--- config.mk ---
export PLATFORM = sky130hd
export DESIGN_NAME = gyro_heading_integrator
export DESIGN_NICKNAME = d
export VERILOG_FILES = /design/src/rtl/ghi_pkg.sv /design/src/rtl/ghi_divider.sv /design/src/rtl/ghi_datapath.sv /design/src/rtl/ghi_ctrl.sv /design/src/rtl/gyro_heading_integrator.sv
export SDC_FILE = /design/constraint.sdc
export NUM_CORES = 2
export LEC_CHECK = 0
export ABC_AREA = 1
export BUFFER_PORTS_ARGS = -buffer_cell sky130_fd_sc_hd__buf_4
export CORE_MARGIN = 3
export CORE_UTILIZATION = 45
export DETAILED_ROUTE_END_ITERATION = 8
export PLACE_DENSITY_LB_ADDON = 0.15
export SLEW_MARGIN = 10
export SYNTH_ARGS = -nofsm -noshare
export SYNTH_HDL_FRONTEND = slang
export SYNTH_HIERARCHICAL = 1
export SYNTH_SLANG_ARGS = --single-unit
--- constraint.sdc ---
create_clock -name clk -period 10.1 [get_ports clk]
set_input_delay 2.02 -clock clk [delete_from_list [all_inputs] [get_ports clk]]
set_output_delay 2.02 -clock clk [all_outputs]
set_load 0.02 [all_outputs]
--- src/rtl/ghi_pkg.sv ---
// Shared types and constants for the gyro heading integrator.
`timescale 1ns / 1ps
package ghi_pkg;

	// Reset value of the calibration sample count.
	localparam logic [15:0] CAL_COUNT_RESET = 16'd5120;

	// The scale factor 14680064 / 17578125 is applied as a multiplication by
	// ceil(2^56 * 14680064 / 17578125) and a right shift by 56. This is exact for every
	// product of a 16-bit rate magnitude and a 16-bit time step. The 56-bit reciprocal
	// is split into two 28-bit halves.
	localparam logic [27:0] SCALE_RECIP_HI = 28'd224179181;
	localparam logic [27:0] SCALE_RECIP_LO = 28'd121153339;

	// Degrees in a full turn, for the heading conversion.
	localparam logic signed [9:0] DEG_FULL = 10'sd360;

	// Request codes carried in the input tuser field.
	typedef enum logic [1:0] {
		REQ_ZERO = 2'd0,
		REQ_CAL  = 2'd1,
		REQ_UPD  = 2'd2,
		REQ_NONE = 2'd3
	} ghi_req_t;

	// Controller states.
	typedef enum logic [2:0] {
		ST_IDLE,
		ST_CAL,
		ST_UPD,
		ST_MLO,
		ST_MHI,
		ST_DIV,
		ST_FIN,
		ST_OUT
	} ghi_state_t;

	// Commands from the controller to the datapath.
	typedef struct packed {
		logic capture;
		logic cal_step;
		logic upd_step;
		logic mul_lo;
		logic mul_hi;
		logic div_step;
		logic finish;
		logic out_load;
	} ghi_cmd_t;

	// Status from the datapath to the controller.
	typedef struct packed {
		logic cal_hit;
		logic div_done;
		logic out_free;
	} ghi_status_t;

endpackage

--- src/rtl/ghi_divider.sv ---
// Radix-2 restoring divider, one quotient bit per cycle while step is high, 32 steps.
`timescale 1ns / 1ps
module ghi_divider (
	input  logic        clk,
	input  logic        arst_n,
	input  logic        load,
	input  logic        step,
	input  logic [24:0] rem_init,
	input  logic [31:0] dividend,
	input  logic [24:0] divisor,
	output logic [31:0] quotient,
	output logic        done
);

	logic [24:0] rem_q;
	logic [31:0] quo_q;
	logic [24:0] dvs_q;
	logic [4:0]  cnt_q;
	logic [25:0] trial;
	logic        fits;
	logic [24:0] rem_nxt;

	// Shift in the next dividend bit and try to subtract the divisor.
	always_comb begin
		trial   = {rem_q, quo_q[31]};
		fits    = trial >= {1'b0, dvs_q};
		rem_nxt = fits ? 25'(trial - {1'b0, dvs_q}) : trial[24:0];
	end

	// Remainder, dividend/quotient shift register and divisor.
	always_ff @(posedge clk) begin
		if (load) begin
			rem_q <= rem_init;
			quo_q <= dividend;
			dvs_q <= divisor;
		end else if (step) begin
			rem_q <= rem_nxt;
			quo_q <= {quo_q[30:0], fits};
		end
	end

	// Step counter.
	always_ff @(posedge clk or negedge arst_n) begin
		if (!arst_n) begin
			cnt_q <= '0;
		end else if (load) begin
			cnt_q <= '0;
		end else if (step) begin
			cnt_q <= cnt_q + 5'd1;
		end
	end

	assign done     = (cnt_q == 5'd31);
	assign quotient = quo_q;

endmodule

--- src/rtl/ghi_datapath.sv ---
// Datapath: state registers, multiplier, divider and output register.
`timescale 1ns / 1ps
module ghi_datapath (
	input  logic                  clk,
	input  logic                  arst_n,
	input  logic                  cfg_wr_en,
	input  logic [15:0]           cfg_wr_data,
	input  logic [1:0]            in_req,
	input  logic [15:0]           in_sample,
	input  logic [15:0]           in_time,
	input  ghi_pkg::ghi_cmd_t     cmd,
	output ghi_pkg::ghi_status_t  status,
	input  logic                  out_ready,
	output logic                  out_valid,
	output logic [63:0]           out_data
);

	logic [15:0] cal_count_q;
	logic [15:0] rate_offset_q;
	logic [31:0] angle_acc_q;
	logic [15:0] last_time_q;
	logic [31:0] cal_sum_q;
	logic [15:0] cal_seen_q;
	logic [15:0] last_rate_q;
	logic        cal_valid_q;
	logic [1:0]  req_q;
	logic [15:0] sample_q;
	logic [15:0] time_q;
	logic [31:0] prod_q;
	logic [31:0] lo_q;
	logic [31:0] scaled_q;
	logic        neg_q;
	logic        out_valid_q;
	logic [63:0] out_data_q;

	logic [15:0] need;
	logic [15:0] seen_inc;
	logic [31:0] sum_inc;
	logic        cal_hit;
	logic [31:0] sum_mag;
	logic [15:0] rate_corr;
	logic [15:0] rate_mag;
	logic [15:0] dt;
	logic [31:0] prod_d;
	logic [59:0] lo_prod;
	logic [59:0] hi_sum;
	logic        div_load;
	logic [31:0] quotient;
	logic        div_done;
	logic [31:0] delta;
	logic [31:0] swept;
	logic signed [25:0] head_prod;
	logic [8:0]  heading;
	logic        out_free;

	// Calibration sum, count and threshold check.
	always_comb begin
		need     = (cal_count_q == 16'd0) ? 16'd1 : cal_count_q;
		seen_inc = cal_seen_q + 16'd1;
		sum_inc  = cal_sum_q + {{16{sample_q[15]}}, sample_q};
		cal_hit  = seen_inc >= need;
		sum_mag  = sum_inc[31] ? (32'd0 - sum_inc) : sum_inc;
	end

	// Corrected rate, time step and magnitude product.
	always_comb begin
		rate_corr = sample_q - rate_offset_q;
		rate_mag  = rate_corr[15] ? (16'd0 - rate_corr) : rate_corr;
		dt        = time_q - last_time_q;
		prod_d    = 32'(rate_mag * dt);
	end

	// Scaled product by the split reciprocal: low half first, then high half plus carry-in.
	always_comb begin
		lo_prod = {28'd0, prod_q} * {32'd0, ghi_pkg::SCALE_RECIP_LO};
		hi_sum  = {28'd0, prod_q} * {32'd0, ghi_pkg::SCALE_RECIP_HI} + {28'd0, lo_q};
	end

	// The divider forms the offset average when a calibrate run closes.
	assign div_load = cmd.cal_step && cal_hit;

	ghi_divider u_div (
		.clk      (clk),
		.arst_n   (arst_n),
		.load     (div_load),
		.step     (cmd.div_step),
		.rem_init (25'd0),
		.dividend (sum_mag),
		.divisor  ({9'd0, seen_inc}),
		.quotient (quotient),
		.done     (div_done)
	);

	// Average and angle increment with the sign restored, truncated toward zero.
	assign delta = neg_q ? (32'd0 - quotient) : quotient;
	assign swept = neg_q ? (32'd0 - scaled_q) : scaled_q;

	// Heading in degrees from the upper half of the angle.
	always_comb begin
		head_prod = $signed(angle_acc_q[31:16]) * ghi_pkg::DEG_FULL;
		heading   = head_prod[24:16];
	end

	assign out_free = !out_valid_q || out_ready;

	// Configuration register.
	always_ff @(posedge clk or negedge arst_n) begin
		if (!arst_n) begin
			cal_count_q <= ghi_pkg::CAL_COUNT_RESET;
		end else if (cfg_wr_en) begin
			cal_count_q <= cfg_wr_data;
		end
	end

	// Captured item and intermediate products.
	always_ff @(posedge clk) begin
		if (cmd.capture) begin
			req_q    <= in_req;
			sample_q <= in_sample;
			time_q   <= in_time;
		end
		if (cmd.upd_step) begin
			prod_q <= prod_d;
			neg_q  <= rate_corr[15];
		end else if (cmd.cal_step) begin
			neg_q <= sum_inc[31];
		end
		if (cmd.mul_lo) begin
			lo_q <= lo_prod[59:28];
		end
		if (cmd.mul_hi) begin
			scaled_q <= hi_sum[59:28];
		end
	end

	// Integrator state.
	always_ff @(posedge clk or negedge arst_n) begin
		if (!arst_n) begin
			rate_offset_q <= '0;
			angle_acc_q   <= '0;
			last_time_q   <= '0;
			cal_sum_q     <= '0;
			cal_seen_q    <= '0;
			last_rate_q   <= '0;
			cal_valid_q   <= 1'b0;
		end else begin
			if (cmd.cal_step) begin
				cal_sum_q  <= cal_hit ? 32'd0 : sum_inc;
				cal_seen_q <= cal_hit ? 16'd0 : seen_inc;
			end
			if (cmd.upd_step) begin
				last_rate_q <= rate_corr;
				last_time_q <= time_q;
			end
			if (cmd.finish) begin
				case (ghi_pkg::ghi_req_t'(req_q))
					ghi_pkg::REQ_ZERO: begin
						last_time_q <= time_q;
						angle_acc_q <= '0;
					end
					ghi_pkg::REQ_CAL: begin
						rate_offset_q <= delta[15:0];
						cal_valid_q   <= 1'b1;
					end
					ghi_pkg::REQ_UPD: begin
						angle_acc_q <= angle_acc_q + swept;
					end
					default: begin
					end
				endcase
			end
		end
	end

	// Output register: holds a result until taken, frees the input side.
	always_ff @(posedge clk or negedge arst_n) begin
		if (!arst_n) begin
			out_valid_q <= 1'b0;
		end else if (cmd.out_load && out_free) begin
			out_valid_q <= 1'b1;
		end else if (out_ready) begin
			out_valid_q <= 1'b0;
		end
	end

	always_ff @(posedge clk) begin
		if (cmd.out_load && out_free) begin
			out_data_q <= {6'd0, cal_valid_q, heading, angle_acc_q, last_rate_q};
		end
	end

	assign status.cal_hit  = cal_hit;
	assign status.div_done = div_done;
	assign status.out_free = out_free;
	assign out_valid       = out_valid_q;
	assign out_data        = out_data_q;

endmodule

--- src/rtl/ghi_ctrl.sv ---
// Controller state machine sequencing one item through the datapath.
`timescale 1ns / 1ps
module ghi_ctrl (
	input  logic                 clk,
	input  logic                 arst_n,
	input  logic                 in_valid,
	input  logic [1:0]           in_req,
	output logic                 in_ready,
	input  ghi_pkg::ghi_status_t status,
	output ghi_pkg::ghi_cmd_t    cmd
);

	ghi_pkg::ghi_state_t state_q;
	ghi_pkg::ghi_state_t state_nxt;

	// State register.
	always_ff @(posedge clk or negedge arst_n) begin
		if (!arst_n) begin
			state_q <= ghi_pkg::ST_IDLE;
		end else begin
			state_q <= state_nxt;
		end
	end

	// Next state.
	always_comb begin
		state_nxt = state_q;
		case (state_q)
			ghi_pkg::ST_IDLE: begin
				if (in_valid) begin
					case (ghi_pkg::ghi_req_t'(in_req))
						ghi_pkg::REQ_CAL: state_nxt = ghi_pkg::ST_CAL;
						ghi_pkg::REQ_UPD: state_nxt = ghi_pkg::ST_UPD;
						default:          state_nxt = ghi_pkg::ST_FIN;
					endcase
				end
			end
			ghi_pkg::ST_CAL: begin
				state_nxt = status.cal_hit ? ghi_pkg::ST_DIV : ghi_pkg::ST_OUT;
			end
			ghi_pkg::ST_UPD: state_nxt = ghi_pkg::ST_MLO;
			ghi_pkg::ST_MLO: state_nxt = ghi_pkg::ST_MHI;
			ghi_pkg::ST_MHI: state_nxt = ghi_pkg::ST_FIN;
			ghi_pkg::ST_DIV: begin
				if (status.div_done) begin
					state_nxt = ghi_pkg::ST_FIN;
				end
			end
			ghi_pkg::ST_FIN:  state_nxt = ghi_pkg::ST_OUT;
			ghi_pkg::ST_OUT: begin
				if (status.out_free) begin
					state_nxt = ghi_pkg::ST_IDLE;
				end
			end
			default: state_nxt = ghi_pkg::ST_IDLE;
		endcase
	end

	// Commands per state.
	always_comb begin
		cmd      = '0;
		in_ready = 1'b0;
		case (state_q)
			ghi_pkg::ST_IDLE: begin
				in_ready    = 1'b1;
				cmd.capture = in_valid;
			end
			ghi_pkg::ST_CAL: cmd.cal_step = 1'b1;
			ghi_pkg::ST_UPD: cmd.upd_step = 1'b1;
			ghi_pkg::ST_MLO: cmd.mul_lo   = 1'b1;
			ghi_pkg::ST_MHI: cmd.mul_hi   = 1'b1;
			ghi_pkg::ST_DIV: cmd.div_step = 1'b1;
			ghi_pkg::ST_FIN: cmd.finish   = 1'b1;
			ghi_pkg::ST_OUT: cmd.out_load = 1'b1;
			default: begin
			end
		endcase
	end

endmodule

--- src/rtl/gyro_heading_integrator.sv ---
// Top level of the gyro heading integrator.
// One item at a time. An update item runs the update, low and high multiply, finish and
// output states; a calibrate item closing a run runs calibrate, divide, finish and output;
// other calibrate items run calibrate and output, and zero or none items finish and output.
// The next item is accepted while a result still waits in the output register.
// Reset (arst_n, async): controller and integrator clear; calibration_count back to 5120.
`timescale 1ns / 1ps
module gyro_heading_integrator (
	input  logic        clk,
	input  logic        arst_n,
	input  logic        cfg_wr_en,
	input  logic [15:0] cfg_wr_data,  // calibration_count
	input  logic        s_tvalid,
	output logic        s_tready,
	input  logic [31:0] s_tdata,      // rate_sample[15:0], time_us[31:16]
	input  logic [1:0]  s_tuser,      // req_type[1:0]
	output logic        m_tvalid,
	input  logic        m_tready,
	// turn_rate[15:0], turn_angle[47:16], heading_deg[56:48], calibrated[57], zero[63:58]
	output logic [63:0] m_tdata
);

	ghi_pkg::ghi_cmd_t    cmd;
	ghi_pkg::ghi_status_t status;

	ghi_ctrl u_ctrl (
		.clk      (clk),
		.arst_n   (arst_n),
		.in_valid (s_tvalid),
		.in_req   (s_tuser),
		.in_ready (s_tready),
		.status   (status),
		.cmd      (cmd)
	);

	ghi_datapath u_dp (
		.clk         (clk),
		.arst_n      (arst_n),
		.cfg_wr_en   (cfg_wr_en),
		.cfg_wr_data (cfg_wr_data),
		.in_req      (s_tuser),
		.in_sample   (s_tdata[15:0]),
		.in_time     (s_tdata[31:16]),
		.cmd         (cmd),
		.status      (status),
		.out_ready   (m_tready),
		.out_valid   (m_tvalid),
		.out_data    (m_tdata)
	);

`ifndef SYNTHESIS
	// One item in flight: no new item right after an acceptance.
	a_one_item: assert property (@(posedge clk) disable iff (!arst_n)
		s_tvalid && s_tready |=> !s_tready)
		else $error("item accepted while another was in progress");

	// A result appears only after the controller asked for it.
	a_out_load: assert property (@(posedge clk) disable iff (!arst_n)
		$rose(m_tvalid) |-> $past(cmd.out_load))
		else $error("result shown without an output load");

	// The last divider step is followed by the finish step.
	a_div_finish: assert property (@(posedge clk) disable iff (!arst_n)
		cmd.div_step && status.div_done |=> cmd.finish)
		else $error("divider finished without a finish step");
`endif

endmodule
==> results.json <==
{
  "root_buffer": "clkbuf_16",
  "remaining_drc_errors": 0,
  "drv_slew": 0,
  "setup_violations": 0,
  "layout_min_cycle_time_ns": 8.81,
  "fin_crit_sh": 0.872,
  "cp-startpoint": "u_dp/sample_q[5]",
  "drtIter0Drc": 3884,
  "synthFlopType": "edfxtp_1",
  "rows": 142,
  "synth_warnings": 6,
  "r2r_slack_ns": 1.29,
  "max-slew-margin-rel": 0.215,
  "cts_tree": "built",
  "cts_resized": 0,
  "area_growth_syn_to_layout_pct": 7.90,
  "synth_cell_types": 75,
  "fin_nets": 10114,
  "place_area_sq_um": 72300,
  "synth_top_area_cell": "fa_1",
  "viasPerCell": 5.20,
  "hold_viol": 0,
  "rsz0062_at_grt": "no",
  "drive_above_1_share": 0.0449,
  "core-area_sq_um": 151000,
  "pre_cts_ws_ns": 1.43,
  "cts_buffers": 52,
  "firstDrtPassIters": 6,
  "antenna_found_initial": 5,
  "outcome": "finished clean",
  "grt_pass1_vias": 55463,
  "overflow": 0,
  "stdcell_count": 10222,
  "grt_pass1_wl_microns": 349000,
  "setup_ws_ns": 1.29,
  "hpwl_microns": 200000,
  "finalWirelength_microns": 229000,
  "crit_path_end_kind": "flip-flop",
  "dp.cells": 10123,
  "critPathArrivalTime_ns": 9.15,
  "synth_top_area_frac": 0.305,
  "worst-setup-path-type": "reg -> reg",
  "synth-async-reset-ratio": 0.363,
  "ys_seq_elements": 424,
  "antenna_left": 0,
  "worstHoldStart": "u_dp/last_rate_q[2]",
  "grt_usage": 0.297,
  "synth_area_sq_um": 68700,
  "ys_seq_area_frac": 0.174,
  "fin_setup_tns_ns": 0,
  "die_y_microns": 397,
  "dieArea_sq_um": 157000,
  "clock_latency_ns": 0.68,
  "clkSinkCount": 424,
  "dieWidth_microns": 397,
  "path_clk_slew_ns": 0.06,
  "max_freq_mhz": 113,
  "place_congestion": 1.01,
  "cts_buffer_depth": 3,
  "worst_slew_pin_slew_ns": 1.17,
  "critPathLaunchType": "flip-flop",
  "postCtsSetupBuffers": 0,
  "port_buffers": 114,
  "wire_per_inst_microns": 22.4,
  "start_util": 0.456,
  "cap_violations": 0,
  "postCtsHoldBufs": 0,
  "ctsHtreeMaxLevel": 2,
  "required_ns": 10.44,
  "grt_max_degree": 86,
  "pin_count": 121,
  "clock_skew_ns": 0.0957,
  "timing.rr.start": "u_dp/sample_q[5]",
  "critical-path-max-stage-delay_ns": 0.54,
  "syn_inst": 7986,
  "design_area_sq_um": 74100,
  "slowest_stage": "fa_1",
  "syn_area_per_cell_sq_um": 8.60,
  "vias": 53118,
  "synth_edf_count": 270,
  "synth_area_leaders": "fa_1, ha_1, edfxtp_1",
  "cp_common_cell": "nand2_1",
  "worst-path-max-fanout": 13,
  "synth_most_common_cell": "inv_1",
  "hold_path_class": "reg -> reg",
  "netlist_top_cells_count": "inv_1, nand2_1, fa_1, ha_1, nor2_1"
}
## worst paths after layout
check | endpoint | depth (start not counted)
hold / removal | u_dp/out_data[2] | 0
hold reg to reg | u_dp/out_data[2] | 0
setup / recovery | u_dp/prod_q[29] | 33
setup reg to reg | u_dp/prod_q[29] | 33
max in group asynchronous | u_dp/cal_seen_q[4] | 2
min in group asynchronous | u_dp/last_time_q[13] | 1
## logic make-up (layout without fill, tap and decap cells)
group	after synthesis	count (layout)	share of synthesized area
xor+xnor	225	225	0.0296
flops	424	424	0.174
mux	2	2	0.000310
buf+inv	2131	2309	0.118
fa+ha+maj	1898	1898	0.460
compound gates	817	817	0.0670
simple gates	2488	2488	0.151
other cells	1	43	0.0000546
## layout make-up
class,count,area [sq um]
fillers,14796,76500
multi-input cells,5470,48800
flip-flops and latches,424,12000
inverters,2046,7690
well taps,2016,2520
clock buffers,59,1370
repair buffers,167,1260
clock inverters,37,489
diodes,3,7.51
## routing by layer
metal	wire, microns	GRT usage	part of all wire	vias to the layer above
met5	27	0	0.00012	-
met4	6590	0.0743	0.029	4
met3	18700	0.0693	0.082	271
met2	101000	0.462	0.44	1727
met1	103000	0.419	0.45	26154
li1	-	-	-	24962
## layout by cell type, fill, tap and decap left out, types with 132 or more instances in the layout
master	n
a21oi_1	319
inv_1	2024
xor2_1	132
nand3_1	243
o21ai_0	294
dfrtp_1	152
edfxtp_1	270
buf_4	166
fa_1	1045
ha_1	853
nand2_1	1462
nor2_1	521
## critical path, delay by kind of cell, from the launching register on
family                   cells  cell delay, ns
adder cells (fa/ha/maj)      8            3.85
flip-flops                   1            0.42
AND/OR/NAND/NOR             11            2.13
XOR/XNOR                     2            0.62
AO/OA/AOI/OAI                7            1.20
buffers and inverters        5            0.26
## registers in the layout, summed over array words and instances (netlist names), 3 cells and up
register	flops
u_ctrl/state_q	3
u_dp/angle_acc_q	32
u_dp/cal_count_q	16
u_dp/cal_seen_q	16
u_dp/cal_sum_q	32
u_dp/last_rate_q	16
u_dp/last_time_q	16
u_dp/lo_q	31
u_dp/out_data	58
u_dp/prod_q	32
u_dp/rate_offset_q	16
u_dp/sample_q	16
u_dp/scaled_q	32
u_dp/time_q	16
u_dp/u_div/cnt_q	5
u_dp/u_div/dvs_q	25
u_dp/u_div/quotient	32
u_dp/u_div/rem_q	25
## metrics by stage
| stage | utilization | hold WS, ns |
|---|---|---|
| 2_1_floorplan | - | 0.425 |
| 3_3_place_gp | 0.480 | 0.434 |
| 3_5_place_dp | 0.480 | 0.435 |
| 4_1_cts | 0.492 | 0.448 |
| 5_1_grt | 0.492 | 0.462 |
| 6_report | 0.492 | 0.451 |
Power is left out: the tool's default activity adds up to more than one toggle a clock period on the data nets, which glitch-free logic cannot reach.
